## config.mk

```make
export PLATFORM = sky130hd
export DESIGN_NAME = nps_cell
export DESIGN_NICKNAME = d
export VERILOG_FILES = /design/src/hdl/nonpreemptive_priority_scheduler_unit_macros.svh /design/src/hdl/nps_pkg.sv /design/src/hdl/nps_cell.sv
export SDC_FILE = /design/constraint.sdc
export NUM_CORES = 1
export LEC_CHECK = 0
export ABC_AREA = 1
export BUFFER_PORTS_ARGS = -buffer_cell sky130_fd_sc_hd__buf_4
export CAP_MARGIN = 30
export CORE_MARGIN = 10
export CORE_UTILIZATION = 46
export DETAILED_ROUTE_END_ITERATION = 6
export GPL_TIMING_DRIVEN = 0
export PLACE_DENSITY = 0.87
export SYNTH_ARGS = -nofsm -noshare
export SYNTH_HDL_FRONTEND = slang
export SYNTH_SLANG_ARGS = --single-unit
```

## constraint.sdc

```tcl
create_clock -name clk_i -period 1.8 [get_ports clk_i]
set_input_delay 0.09 -clock clk_i [delete_from_list [all_inputs] [get_ports clk_i]]
set_output_delay 0.09 -clock clk_i [all_outputs]
set_load 0.01 [all_outputs]
```

## src/hdl/nonpreemptive_priority_scheduler_unit_macros.svh

```systemverilog
// assertion macros for the priority scheduler
`ifndef NONPREEMPTIVE_PRIORITY_SCHEDULER_UNIT_MACROS_SVH
`define NONPREEMPTIVE_PRIORITY_SCHEDULER_UNIT_MACROS_SVH

// antecedent holds in this cycle, consequent in the same cycle
`define NPS_ASSERT_IMPL(lbl, clk, rst_n, ante, cons) \
  lbl: assert property (@(posedge clk) disable iff (!rst_n) (ante) |-> (cons)) \
    else $error("scheduler check failed");

// antecedent holds in this cycle, consequent in the next one
`define NPS_ASSERT_NEXT(lbl, clk, rst_n, ante, cons) \
  lbl: assert property (@(posedge clk) disable iff (!rst_n) (ante) |=> (cons)) \
    else $error("scheduler check failed");

`endif

```

## src/hdl/nps_pkg.sv

```systemverilog
// types and constants shared by the scheduler cells and top level
`default_nettype none

package nps_pkg;

  localparam int PrioW = 8;
  localparam int ArrW  = 16;
  localparam int BstW  = 16;
  localparam int PidW  = 6;
  localparam int TimeW = 23;
  localparam int SumW  = 30;

  typedef struct packed {
    logic [PrioW-1:0] priority_req;
    logic [ArrW-1:0]  arrival;
    logic [BstW-1:0]  burst;
    logic             last;
  } in_item_t;

  typedef struct packed {
    logic [PidW-1:0]  pid;
    logic [ArrW-1:0]  arrival_out;
    logic [BstW-1:0]  burst_out;
    logic [TimeW-1:0] completion;
    logic [TimeW-1:0] turnaround;
    logic [TimeW-1:0] waiting;
    logic [SumW-1:0]  total_turnaround;
    logic [SumW-1:0]  total_waiting;
    logic             final_res;
  } out_item_t;

  typedef enum logic [0:0] {
    MODE_SCHED = 1'b0,
    MODE_EMIT  = 1'b1
  } mode_e;

  typedef enum logic [2:0] {
    ST_LOAD       = 3'd0,
    ST_SCHED_GO   = 3'd1,
    ST_SCHED_WAIT = 3'd2,
    ST_EMIT_GO    = 3'd3,
    ST_EMIT_WAIT  = 3'd4,
    ST_EMIT_PUSH  = 3'd5
  } state_e;

  // search token passed from cell to cell
  typedef struct packed {
    logic             vld;
    logic             found;
    logic [PrioW-1:0] prio;
    logic [ArrW-1:0]  arr;
    logic [BstW-1:0]  bst;
    logic [TimeW-1:0] fin;
    logic [PidW-1:0]  idx;
    logic             nxt_found;
    logic [ArrW-1:0]  nxt_arr;
  } token_t;

  // control broadcast from the top level to every cell
  typedef struct packed {
    mode_e            mode;
    logic [TimeW-1:0] cur_time;
    logic             first;
    logic [TimeW-1:0] last_fin;
    logic [PidW-1:0]  last_idx;
    logic             commit;
    logic [PidW-1:0]  commit_idx;
    logic [TimeW-1:0] commit_fin;
    logic             clear;
  } bcast_t;

endpackage

`default_nettype wire

```

## src/hdl/nps_cell.sv

```systemverilog
// one process slot of the scheduler chain with its search stage
`default_nettype none

module nps_cell #(
  parameter int MAX_PROCS = 32,
  parameter int CELL_IDX  = 0,
  localparam int CntW = $clog2(MAX_PROCS + 1)
) (
  input  wire logic              clk_i,
  input  wire logic              rst_ni,
  input  wire logic [CntW-1:0]   count_i,
  input  wire logic              load_i,
  input  var  nps_pkg::in_item_t rec_i,
  input  var  nps_pkg::bcast_t   bc_i,
  input  var  nps_pkg::token_t   tok_i,
  output nps_pkg::token_t        tok_o
);

  logic [nps_pkg::PrioW-1:0] prio_q;
  logic [nps_pkg::ArrW-1:0]  arr_q;
  logic [nps_pkg::BstW-1:0]  bst_q;
  logic [nps_pkg::TimeW-1:0] fin_q;
  logic                      done_q;
  logic                      done_d;
  logic                      loaded;
  logic                      mine;
  logic                      after_last;
  logic [nps_pkg::PidW-1:0]  own_idx;
  nps_pkg::token_t           tok_d;
  nps_pkg::token_t           tok_q;
  logic                      tok_vld_q;

  assign own_idx = nps_pkg::PidW'(CELL_IDX);
  assign loaded  = CntW'(CELL_IDX) < count_i;
  assign mine    = bc_i.commit && (bc_i.commit_idx == own_idx);
  assign after_last = bc_i.first || (fin_q > bc_i.last_fin) ||
                      ((fin_q == bc_i.last_fin) && (own_idx > bc_i.last_idx));

  always_comb begin
    tok_d = tok_i;
    case (bc_i.mode)
      nps_pkg::MODE_SCHED: begin
        if (loaded && !done_q) begin
          if (nps_pkg::TimeW'(arr_q) > bc_i.cur_time) begin
            if (!tok_i.nxt_found || (arr_q < tok_i.nxt_arr)) begin
              tok_d.nxt_found = 1'b1;
              tok_d.nxt_arr   = arr_q;
            end
          end else if (!tok_i.found || (prio_q < tok_i.prio) ||
                       ((prio_q == tok_i.prio) && (arr_q < tok_i.arr))) begin
            tok_d.found = 1'b1;
            tok_d.prio  = prio_q;
            tok_d.arr   = arr_q;
            tok_d.bst   = bst_q;
            tok_d.idx   = own_idx;
          end
        end
      end
      nps_pkg::MODE_EMIT: begin
        if (loaded && after_last && (!tok_i.found || (fin_q < tok_i.fin))) begin
          tok_d.found = 1'b1;
          tok_d.arr   = arr_q;
          tok_d.bst   = bst_q;
          tok_d.fin   = fin_q;
          tok_d.idx   = own_idx;
        end
      end
      default: begin
        tok_d = tok_i;
      end
    endcase
  end

  always_comb begin
    done_d = done_q;
    if (bc_i.clear) begin
      done_d = 1'b0;
    end else if (mine) begin
      done_d = 1'b1;
    end
  end

  always_ff @(posedge clk_i or negedge rst_ni) begin
    if (!rst_ni) begin
      done_q    <= 1'b0;
      tok_vld_q <= 1'b0;
    end else begin
      done_q    <= done_d;
      tok_vld_q <= tok_d.vld;
    end
  end

  always_ff @(posedge clk_i) begin
    tok_q <= tok_d;
    if (load_i && (count_i == CntW'(CELL_IDX))) begin
      prio_q <= rec_i.priority_req;
      arr_q  <= rec_i.arrival;
      bst_q  <= rec_i.burst;
    end
    if (mine) begin
      fin_q <= bc_i.commit_fin;
    end
  end

  always_comb begin
    tok_o     = tok_q;
    tok_o.vld = tok_vld_q;
  end

endmodule

`default_nettype wire

```

==> results.md, run 1 <==
- Status: finished with violations
- Failing checks: negative setup slack
- Initial antenna violation count: 0
- Fin util: 83.60%
- Non-Filler Instances: around 1.9k
- Synth-to-Final Area Change: 77.28%
- Final wirelength: 45230 um
- YS warnings: 0
- Min-Delay Path Class: primary input to flop
- FFs w/ async S/R, synth: approximately 1.3%
- Period utilisation layout: 163.2%
- Most used flip-flop cell after synthesis: dfxtp_1
- Critical Path Source: arr_q[1]
- Gr ovfl total: 0
- Startpoint of the worst-slack reg-to-reg timing path: arr_q[1]
- Total Nets Final: between 1.5k and 2k
- Critical Path RT: ~2100 ps
- DIE AREA: ~0.024 mm^2
- CTS clock-pin slew for the worst setup and hold paths: approximately 80 ps
- Post-Place Worst Slack: -685.9 ps
- Final ANT Viol Nets: 0
- Post-synthesis sequential area ratio: between 40% and 50%
- Net Count, Synth: 1410
- Detailed-route via count: 10.99k
- Fmax: 340.5 MHz
- Most common cell in the synthesized netlist: nand2_1
- Post-DP HPWL: around 23000 um
- Lkg Pwr: about 7.7 nW
- Avg Inst Size Synth: around 7.9 um^2
- RSZ-0062 raised after global routing: yes
- CORE AREA: between 0.015 and 0.02 mm^2
- Yosys top cell area share: approximately 22%
- Pin count of the biggest net entering global routing: 31
- Setup ws final: -1137 ps
- Final min period: between 2000 and 3000 ps
- Worst Setup EP: tok_o[56]
- Most instantiated cells after synthesis: nand2_1 (278), inv_1 (207), nand3_1 (107)
- Synth top area cells: edfxtp_1 (22%), dfxtp_1 (20%), ha_1 (14%)
- CP Launch Type: flop
- Max Root-Sink Buffers: 2
- Reg-to-Reg End: tok_o[56]
- Dominant cell type by area after synthesis: edfxtp_1
- Clk_lat worst skew: about 450 ps
- Tot GR Track Use: between 20% and 30%
- Final instance area: between 0.015 and 0.02 mm^2
- Largest vdd supply drop: a little over 700 uV
- IO Port Bufs: between 300 and 400
- Crit Path Max Fanout: 10
- DRT Pass-1 Iters: 7
- Root Driver: clkbuf_16
- Layout Skew: about 23 ps
- Final setup viols: 87
- Syn Inst Count: 1088
- Synthesized flop and latch total: about 150
- Post-synth cell types: 33
- Slew Limit Fails: 0
- Hold slack: around 2.1 ps
- Design Power: about 10 mW
- Max-cap violations: 0
- Setup tns final: -69900 ps
- DRC viols: 0
- Final Hold Viols: 0
- CTS tree: yes
- Via-per-instance ratio: 5.906
- Vias in the first global route: 10.72k
- Initial Util: a little under half
- First-pass GRT wire length: 57100 um
- CP arrival: 3260 ps
- Layout cells sized above 1: between 40 and 50%
- Slew @ Worst Pin: 854.1 ps
- Power Density: approximately 690 mW/mm^2
- Slew HR: a little over two fifths
- Worst setup EP type: flop
- I/O Pins: just over 300
- Drt initial violations: 1217
- Worst-case reg-to-reg path depth: 15
- R2r setup slk: -1140 ps
- Cell Rows: 49
- Gpl congestion: roughly 0.9
- EDFF count, synth: 63
- Post-DP Area: ~0.011 mm^2
- Sink count of the clock tree: ~150
- Drt wl/cell: about 24 um
- # placed instances: roughly 1.6k
- Height of the die: 156.4 um
- H-tree lvl count: 4
- Die X: roughly 160 um
- Inserted Clock Buffers: 17
- Worst Setup Path Type: flop to flop
- Synthesized area: about 0.0086 mm^2
## worst min path at each step
stage	startpoint	endpoint	cells after the start
floorplan	rst_ni	done_q	0
global placement	rst_ni	tok_vld_q	1
detailed placement	rst_ni	tok_vld_q	1
CTS	tok_i[76]	tok_o[76]	5
global route	tok_i[60]	tok_o[60]	5
finish	tok_i[76]	tok_o[76]	5
## report_power, final
part           internal (mW)  leakage (nW)  switching, mW
sequential              3.76          1.33         0.0715
clock                   2.47         0.314           1.64
combinational           1.23          6.06           1.25
## layer usage
layer / share of wire, % / vias to the layer above / global-route usage, %
li1: - / 4578 / -
met1: 33 / 5089 / 31.16
met2: 49 / 980 / 52.36
met3: 10 / 339 / 8.169
met4: 8.5 / 0 / 18.07
met5: 0 / - / 0
## cell usage in the layout (no fill, tap or decap), drive strengths merged
master       synthesis  layout
nor4                 2       2
nor3                 2       2
a21boi               1       1
a21o                 5       5
a21oi               39      39
nand3              109     109
nand2              281     282
inv                207     210
clkinvlp             0       2
edfxtp              63      63
o21a                 1       1
bufinv               0       5
clkbuf              14      32
dfrtp                2       2
nand4               37      38
diode                0       1
o21ai               57      57
a31oi                1       1
and3                 1       1
or2                  1       1
clkinv               1       6
dfxtp               87      87
ha                  99      99
dlygate4sd3          0     139
buf                 26     394
nor2                52      52
## final cells by class
cell class	count	area, um^2
diodes	1	2.502
plain buffers	40	405.4
clock buffers	17	425.4
clock inverters	15	224.0
fillers	850	2975
inverters	208	780.7
multi-input cells	690	5011
flip-flops and latches	152	3684
well taps	229	286.5
repair buffers	508	4353
## sequential cells by signal, summed over array words and instances (netlist names)
register and cells:
bst_q 16, done_q 1, arr_q 16, tok_o 87, tok_vld_q 1, prio_q 8
fin_q 23
## what timing repair did
action                                  in CTS  in global routing
hold endpoints to repair                   139                  0
hold buffers                               139                  0
cloned                                      13                  3
pin swaps                                   43                 61
endpoints found under the setup margin      87                 87
buffers inserted                            31                 20
resized for setup                          153                192
## worst max-delay path, cell delays in order, from the launching register on
cell and delay (ps):
edfxtp_1 450, buf_4 180, ha_1 320, o21ai_1 110, nand2_1 70, nand2_1 80
nand2_1 90, nand2_1 230, nand2_1 250, nand2_1 180, nand2_2 100, nand2_4 150
buf_4 210, nand3_1 150, nand3_2 130, nand2_1 80
## cell families (layout without fill, tap and decap cells)
family	after synthesis	after routing	share of synthesized area, %
flip-flops	152	152	43.04
other	0	1	0
adder cells (fa/ha/maj)	99	99	14.47
AO/OA/AOI/OAI	104	104	6.433
buffers and inverters	248	788	11.43
AND/OR/NAND/NOR	485	487	24.62
Power figures use the tool's default switching activity.
==> inputs of run 2 (changes only) <==
- PLACE_DENSITY: 0.87 -> 0.82
==> results.md, run 2 (same netlist as run 1, synthesis figures left out) <==
- Status: finished with violations
- Failing checks: negative setup slack
- Multi-input logic area: 0.005164 mm^2 (+3.0%)
- Slew @ Worst Pin: 807.8 ps (-46.30 ps)
- H-tree lvl count: 4 (unchanged)
- Final ANT Viol Nets: 0 (unchanged)
- DIE AREA: 0.02446 mm^2 (unchanged)
- Vias in the first global route: 10.39k (-3.1%)
- Height of the die: 156.4 um (unchanged)
- Max-cap violations: 0 (unchanged)
- Final min period: 2696 ps (-240.8 ps)
- Inserted Clock Buffers: 17 (unchanged)
- CP arrival: 3010 ps (-250 ps)
- Critical Path RT: 2120 ps (about the same)
- Cell Rows: 49 (unchanged)
- Slew HR: 46.15% (+3.1 points)
- CORE AREA: 0.01815 mm^2 (unchanged)
- Final setup viols: 87 (unchanged)
- Synth-to-Final Area Change: 80.61%
- Max Root-Sink Buffers: 2 (unchanged)
- Reg-to-Reg End: tok_o[65]
- # fillers: 854 (+0.47%)
- Power Density: 667.6 mW/mm^2 (-2.8%)
- Hold Startpoint: tok_i[68]
- DRC viols: 0 (unchanged)
- Setup ws final: -896.0 ps (+240.8 ps)
- Worst hold path stage count: 5 (unchanged)
- Most frequent cells in the layout: buf_4 (333), inv_1 (202), nand2_1 (179)
- Hold slack: 3.492 ps (+1.365 ps)
- Root Driver: clkbuf_16
- Period utilisation layout: 149.8% (-13 points)
- Worst setup EP type: flop
- Max reg flops: 87 (unchanged)
- Drt wl/cell: 24.61 um (+1.2%)
- Internal Pwr Total: 7.419 mW (-0.64%)
- IO Port Bufs: 302 (unchanged)
- Layout cells sized above 1: 40.00% (-0.98 points)
- Clk_lat worst skew: 450 ps (about the same)
- Largest vdd supply drop: 783.3 uV (+8.4%)
- Reg area: 0.003684 mm^2 (unchanged)
- Worst-case reg-to-reg path depth: 15 (unchanged)
- RSZ-0062 raised after global routing: yes
- Layout Skew: 18.14 ps (-4.387 ps)
- Post-DP HPWL: 22640 um (-1.9%)
- Gr ovfl total: 0 (unchanged)
- CTS clock-pin slew for the worst setup and hold paths: 80 ps (about the same)
- Initial antenna violation count: 2 (+2)
- Fmax: 370.9 MHz (+8.9%)
- Combinational cell fraction of total power: 25.2% (+1.4 points)
- R2r setup slk: -900 ps (+240 ps)
- Initial Util: 47.16% (unchanged)
- Die X: 156.4 um (unchanged)
- Pin count of the biggest net entering global routing: 32 (+3.2%)
- Final wirelength: 45720 um (+1.1%)
- CTS tree: yes
- DRT Pass-1 Iters: 7 (unchanged)
- Final Hold Viols: 0 (unchanged)
- Sink count of the clock tree: 152 (unchanged)
- Lkg Pwr: 7.810 nW (+1.5%)
- Detailed-route via count: 10.99k (+0.018%)
- Final instance area: 0.01546 mm^2 (+1.9%)
- CP Launch Type: flop
- Sequential fraction of design power: 37.2% (+0.4 points)
- Crit Path Max Fanout: 10 (unchanged)
- Clock share of power: 37.7% (-1.7 points)
- Tot GR Track Use: 28.05% (-1.7 points)
- Gpl congestion: 0.8702 (-4.5%)
- Most common cell after layout, fill and taps aside: buf_4
- Startpoint of the worst-slack reg-to-reg timing path: arr_q[8]
- I/O Pins: 311 (unchanged)
- Worst Setup Path Type: flop to flop
- Sw Ratio: 28.11% (-0.28 points)
- Critical Path Source: arr_q[8]
- Total Nets Final: 1934 (-0.26%)
- Min-Delay Path Class: primary input to flop
- Sw power: 2.901 mW (-2.0%)
- Post-DP Area: 0.01125 mm^2 (unchanged)
- Via-per-instance ratio: 5.914 (+0.13%)
- Slew Limit Fails: 0 (unchanged)
- Worst Hold End: tok_o[68]
- First-pass GRT wire length: 54080 um (-5.3%)
- Drt initial violations: 1030 (-15%)
[run 2: changes by cell type in the layout (fill, tap and decap cells not counted), sizes merged, moves of 2 or more]
cell,delta
clkinv,-4
dlygate4sd3,+7
clkbuf,+22
bufinv,-4
diode,+3
buf,-22
clkinvlp,-2
[run 2: area by class of cell]
cell class                      instances  area share, %
Multi-Input combinational cell        689          33.41
Antenna cell                            4        0.06476
Sequential cell                       152          23.83
Tap cell                              229          1.854
Inverter                              208          5.051
Clock buffer                           28          3.756
Timing Repair Buffer                  504          28.76
Buffer                                 40          2.971
Clock inverter                          4         0.3076
[run 2: timing repair]
action | 4_1_cts | 5_1_grt
hold buffers | 146 | 0
endpoints found under the setup margin | 87 | 87
pin swaps | 19 | 65
setup buffers | 25 | 17
gates resized for setup | 80 | 277
gates cloned | 4 | 11
endpoints found under the hold margin | 145 | 0
[run 2: critical path: stages (launching register included)]
cell	delay, ps
edfxtp_1	460
ha_1	330
nand2_1	100
nand2_1	80
nand2_1	70
nand2_1	70
nand2_1	90
nand2_1	80
nand2_1	80
nand3_2	120
a21oi_4	190
buf_12	170
buf_6	170
nand3_1	240
nand3_1	190
nand2_1	110
[run 2: power by group through the flow]
stage	clock network [mW]	logic, mW	registers, mW
after floorplan	0	0.646	3.98
after global placement	0	1.55	3.89
after global routing	4.01	2.72	3.85
after CTS	3.78	2.00	3.82
after detailed placement	0	1.59	3.89
final	3.89	2.60	3.84
[run 2: worst max-delay path by stage]
stage / endpoint / cells past startpoint / slack (ps)
finish: tok_o[65] / 15 / -900
global route: tok_o[65] / 15 / -940
CTS: tok_o[55] / 11 / -430
detailed placement: tok_o[67] / 11 / -640
global placement: prio_q[3] / 5 / -630
floorplan: tok_o[68] / 11 / -120
[run 2: metrics by stage]
step           util, %  cells  total power [mW]  setup TNS [ps]  setup WS [ps]
2_1_floorplan        -   1088             4.623           -6573         -120.6
3_3_place_gp     61.76   1619             5.439          -67380         -632.8
3_5_place_dp     62.02   1621             5.487          -52080         -638.0
4_1_cts          76.50   1828             9.610          -31670         -425.0
5_1_grt          85.15   1856             10.58          -58300         -942.9
6_report         85.18   1858             10.32          -53110         -896.0
[run 2: routing by layer]
layer	global-route usage [%]	vias up	wire length (um)
li1	-	4569	-
met1	28.69	5056	14560
met2	49.41	985	22110
met3	8.361	378	4603
met4	17.57	0	4453
met5	0	-	0
==> inputs of run 3 (changes only) <==
- ABC_AREA: 1 -> not set
- CORE_UTILIZATION: 46 -> 44
- PLACE_DENSITY: 0.82 -> 0.81
==> results.md, run 3 <==
- Max-cap violations: 0 (unchanged)
- Initial antenna violation count: 1 (-1)
- Final ANT Viol Nets: 0 (unchanged)
- Max Root-Sink Buffers: 2 (unchanged)
- YS warnings: 0 (unchanged)
- Slew @ Worst Pin: 620.9 ps (-186.8 ps)
- CP arrival: 3210 ps (+200 ps)
- Power Density: 703.2 mW/mm^2 (+5.3%)
- Slew Limit Fails: 0 (unchanged)
- Final min period: 2892 ps (+195.6 ps)
- Post-Place Worst Slack: -1257 ps (-618.7 ps)
- Synthesized area: 0.007363 mm^2 (-14%)
- Post-DP Area: 0.01009 mm^2 (-10%)
- Most common cell after layout, fill and taps aside: buf_4
- Cell Rows: 47 (-4.1%)
- Most frequent cells in the layout: buf_4 (351), dlygate4sd3_1 (158), inv_1 (107)
- Yosys top cell area share: 25.69% (+3.6 points)
- Initial Util: 44.72% (-2.4 points)
- Dominant cell type by area after synthesis: edfxtp_1
- EDFF count, synth: 63 (unchanged)
- Final instance area: 0.01351 mm^2 (-13%)
- Worst Setup Path Type: flop to flop
- IO Port Bufs: 303 (+0.33%)
- Hold slack: 80.82 ps (+77.33 ps)
- Layout Skew: 15.14 ps (-3.006 ps)
- Clk_lat worst skew: 430 ps (-20 ps)
- Post-synthesis sequential area ratio: 50.03% (+7.0 points)
- I/O Pins: 311 (unchanged)
- Fmax: 345.8 MHz (-6.8%)
- Largest vdd supply drop: 721.0 uV (-8.0%)
- Max reg flops: 87 (unchanged)
- RSZ-0062 raised after global routing: yes
- Sink count of the clock tree: 152 (unchanged)
- DRC viols: 0 (unchanged)
- Lkg Pwr: 6.374 nW (-18%)
- CP Launch Type: flop
- Drt initial violations: 318 (-69%)
- Synthesized flop and latch total: 152 (unchanged)
- DIE AREA: 0.02231 mm^2 (-8.8%)
- CTS clock-pin slew for the worst setup and hold paths: 70 ps (about the same)
- FFs w/ async S/R, synth: 1.316% (unchanged)
- Gr ovfl total: 0 (unchanged)
- # fillers: 838 (-1.9%)
- Post-DP HPWL: 18540 um (-18%)
- DRT Pass-1 Iters: 7 (unchanged)
- Post-synth cell types: 49 (+48%)
- Drt wl/cell: 22.88 um (-7.0%)
- Most common cell in the synthesized netlist: inv_1
- CTS tree: yes
- Period utilisation layout: 160.6% (+11 points)
- Crit Path Max Fanout: 5 (-5)
- Root Driver: clkbuf_16
- Net Count, Synth: 939 (-33%)
- First-pass GRT wire length: 43830 um (-19%)
- Layout cells sized above 1: 47.42% (+7.4 points)
- Pin count of the biggest net entering global routing: 41 (+28%)
- Inserted Clock Buffers: 17 (unchanged)
- Worst setup EP type: flop
- CORE AREA: 0.01647 mm^2 (-9.3%)
- Final wirelength: 32070 um (-30%)
- Status: finished with violations
- Avg Inst Size Synth: 11.93 um^2 (+52%)
- Synth-to-Final Area Change: 83.53%
- Most instantiated cells after synthesis: inv_1 (107), ha_1 (99), dfxtp_1 (87)
- Min-Delay Path Class: primary input to flop
- Vias in the first global route: 7907 (-24%)
- Via-per-instance ratio: 5.173 (-13%)
- Die X: 149.4 um (-4.5%)
- Height of the die: 149.4 um (-4.5%)
- Most used flip-flop cell after synthesis: dfxtp_1
- Critical Path RT: 2120 ps (about the same)
- H-tree lvl count: 4 (unchanged)
- Gpl congestion: 0.8449 (-2.9%)
- Setup ws final: -1092 ps (-195.6 ps)
- Total Nets Final: 1490 (-23%)
- Tot GR Track Use: 25.69% (-2.4 points)
- Failing checks: negative setup slack
- Slew HR: 58.60% (+12 points)
- Synth top area cells: edfxtp_1 (26%), dfxtp_1 (24%), ha_1 (17%)
- Syn Inst Count: 617 (-43%)
- Final setup viols: 87 (unchanged)
- # placed instances: 1142 (-30%)
- Detailed-route via count: 7253 (-34%)
- Non-Filler Instances: 1402 (-25%)
- Final Hold Viols: 0 (unchanged)
## run 3: cell types whose count changed in the layout (fill, tap and decap cells not counted), moves of 16 or more
cell     delta
nand2_4    -42
nand3_2    -27
mux2_2     +51
nand2_1   -165
nand3_1    -70
o21ai_1    -16
inv_1      -95
mux2_4     +27
nand2_2    -54
nand4_1    -21
nor2_1     -24
o21ai_2    -26
buf_4      +18
## run 3: metal layers
metal	up-vias	track usage [%]	part of all wire, %
met2	359	47.48	54
met5	-	0	0.041
met1	3473	25.56	34
li1	3296	-	-
met3	123	7.069	6.0
met4	2	13.44	5.6
## run 3: logic make-up after synthesis
group,share of synthesized area [%]
DFF,50.03
adders and majority gates,16.82
buffers and inverters,6.508
muxes,12.44
AOI/OAI and AO/OA,8.054
and+or+nand+nor,6.151
## run 3: final cells by class
class	count	area, um^2	area share (%)
plain buffers	8	127.6	0.9444
multi-input cells	350	3819	28.26
well taps	220	275.3	2.037
inverters	107	401.6	2.972
clock buffers	17	425.4	3.148
clock inverters	15	196.4	1.454
flip-flops and latches	152	3684	27.26
repair buffers	532	4583	33.91
diodes	1	2.502	0.01852
## run 3: metrics by stage
stage	utilization, %	setup TNS, ps	power (mW)
final	82.07	-85270	9.504
after global routing	82.06	-90790	9.818
after CTS	78.52	-76550	9.281
after detailed placement	61.27	-96320	5.163
after global placement	61.13	-109620	5.132
after floorplan	-	-44400	4.424
## run 3: worst paths after layout
| check | to | slack [ps] | start | cells after the start |
|---|---|---|---|---|
| max | tok_o[67] | -1090 | arr_q[3] | 11 |
| min | tok_o[86] | 80 | bc_i[84] | 5 |
| max reg2reg | tok_o[67] | -1090 | arr_q[3] | 11 |
| min reg2reg | tok_o[48] | 480 | bst_q[2] | 1 |
| max in group asynchronous | done_q | 1150 | rst_ni | 3 |
| min in group asynchronous | tok_vld_q | 540 | rst_ni | 3 |
## run 3: report_power, final
group / leakage [nW] / internal, mW / switching [mW]
sequential: 1.33 / 3.74 / 0.0575
combinational: 4.75 / 1.19 / 0.780
clock: 0.299 / 2.01 / 1.73
## run 3: what timing repair did
item / in CTS / in global routing
setup buffers: 40 / 31
endpoints found under the setup margin: 87 / 88
pin swaps: 16 / 34
resized for setup: 54 / 69
gates cloned: 3 / 2
hold endpoints to repair: 161 / 0
hold buffers: 158 / 0
## run 3: worst max-delay path, cell delays in order (launching register included)
cell       delay (ps)
edfxtp_1          490
ha_1              340
nand4_1           170
a21oi_1           250
o31ai_2           110
a311o_2           460
buf_6             140
o211ai_4           70
o21ai_4           100
buf_8             160
clkbuf_16         170
mux2_4            300
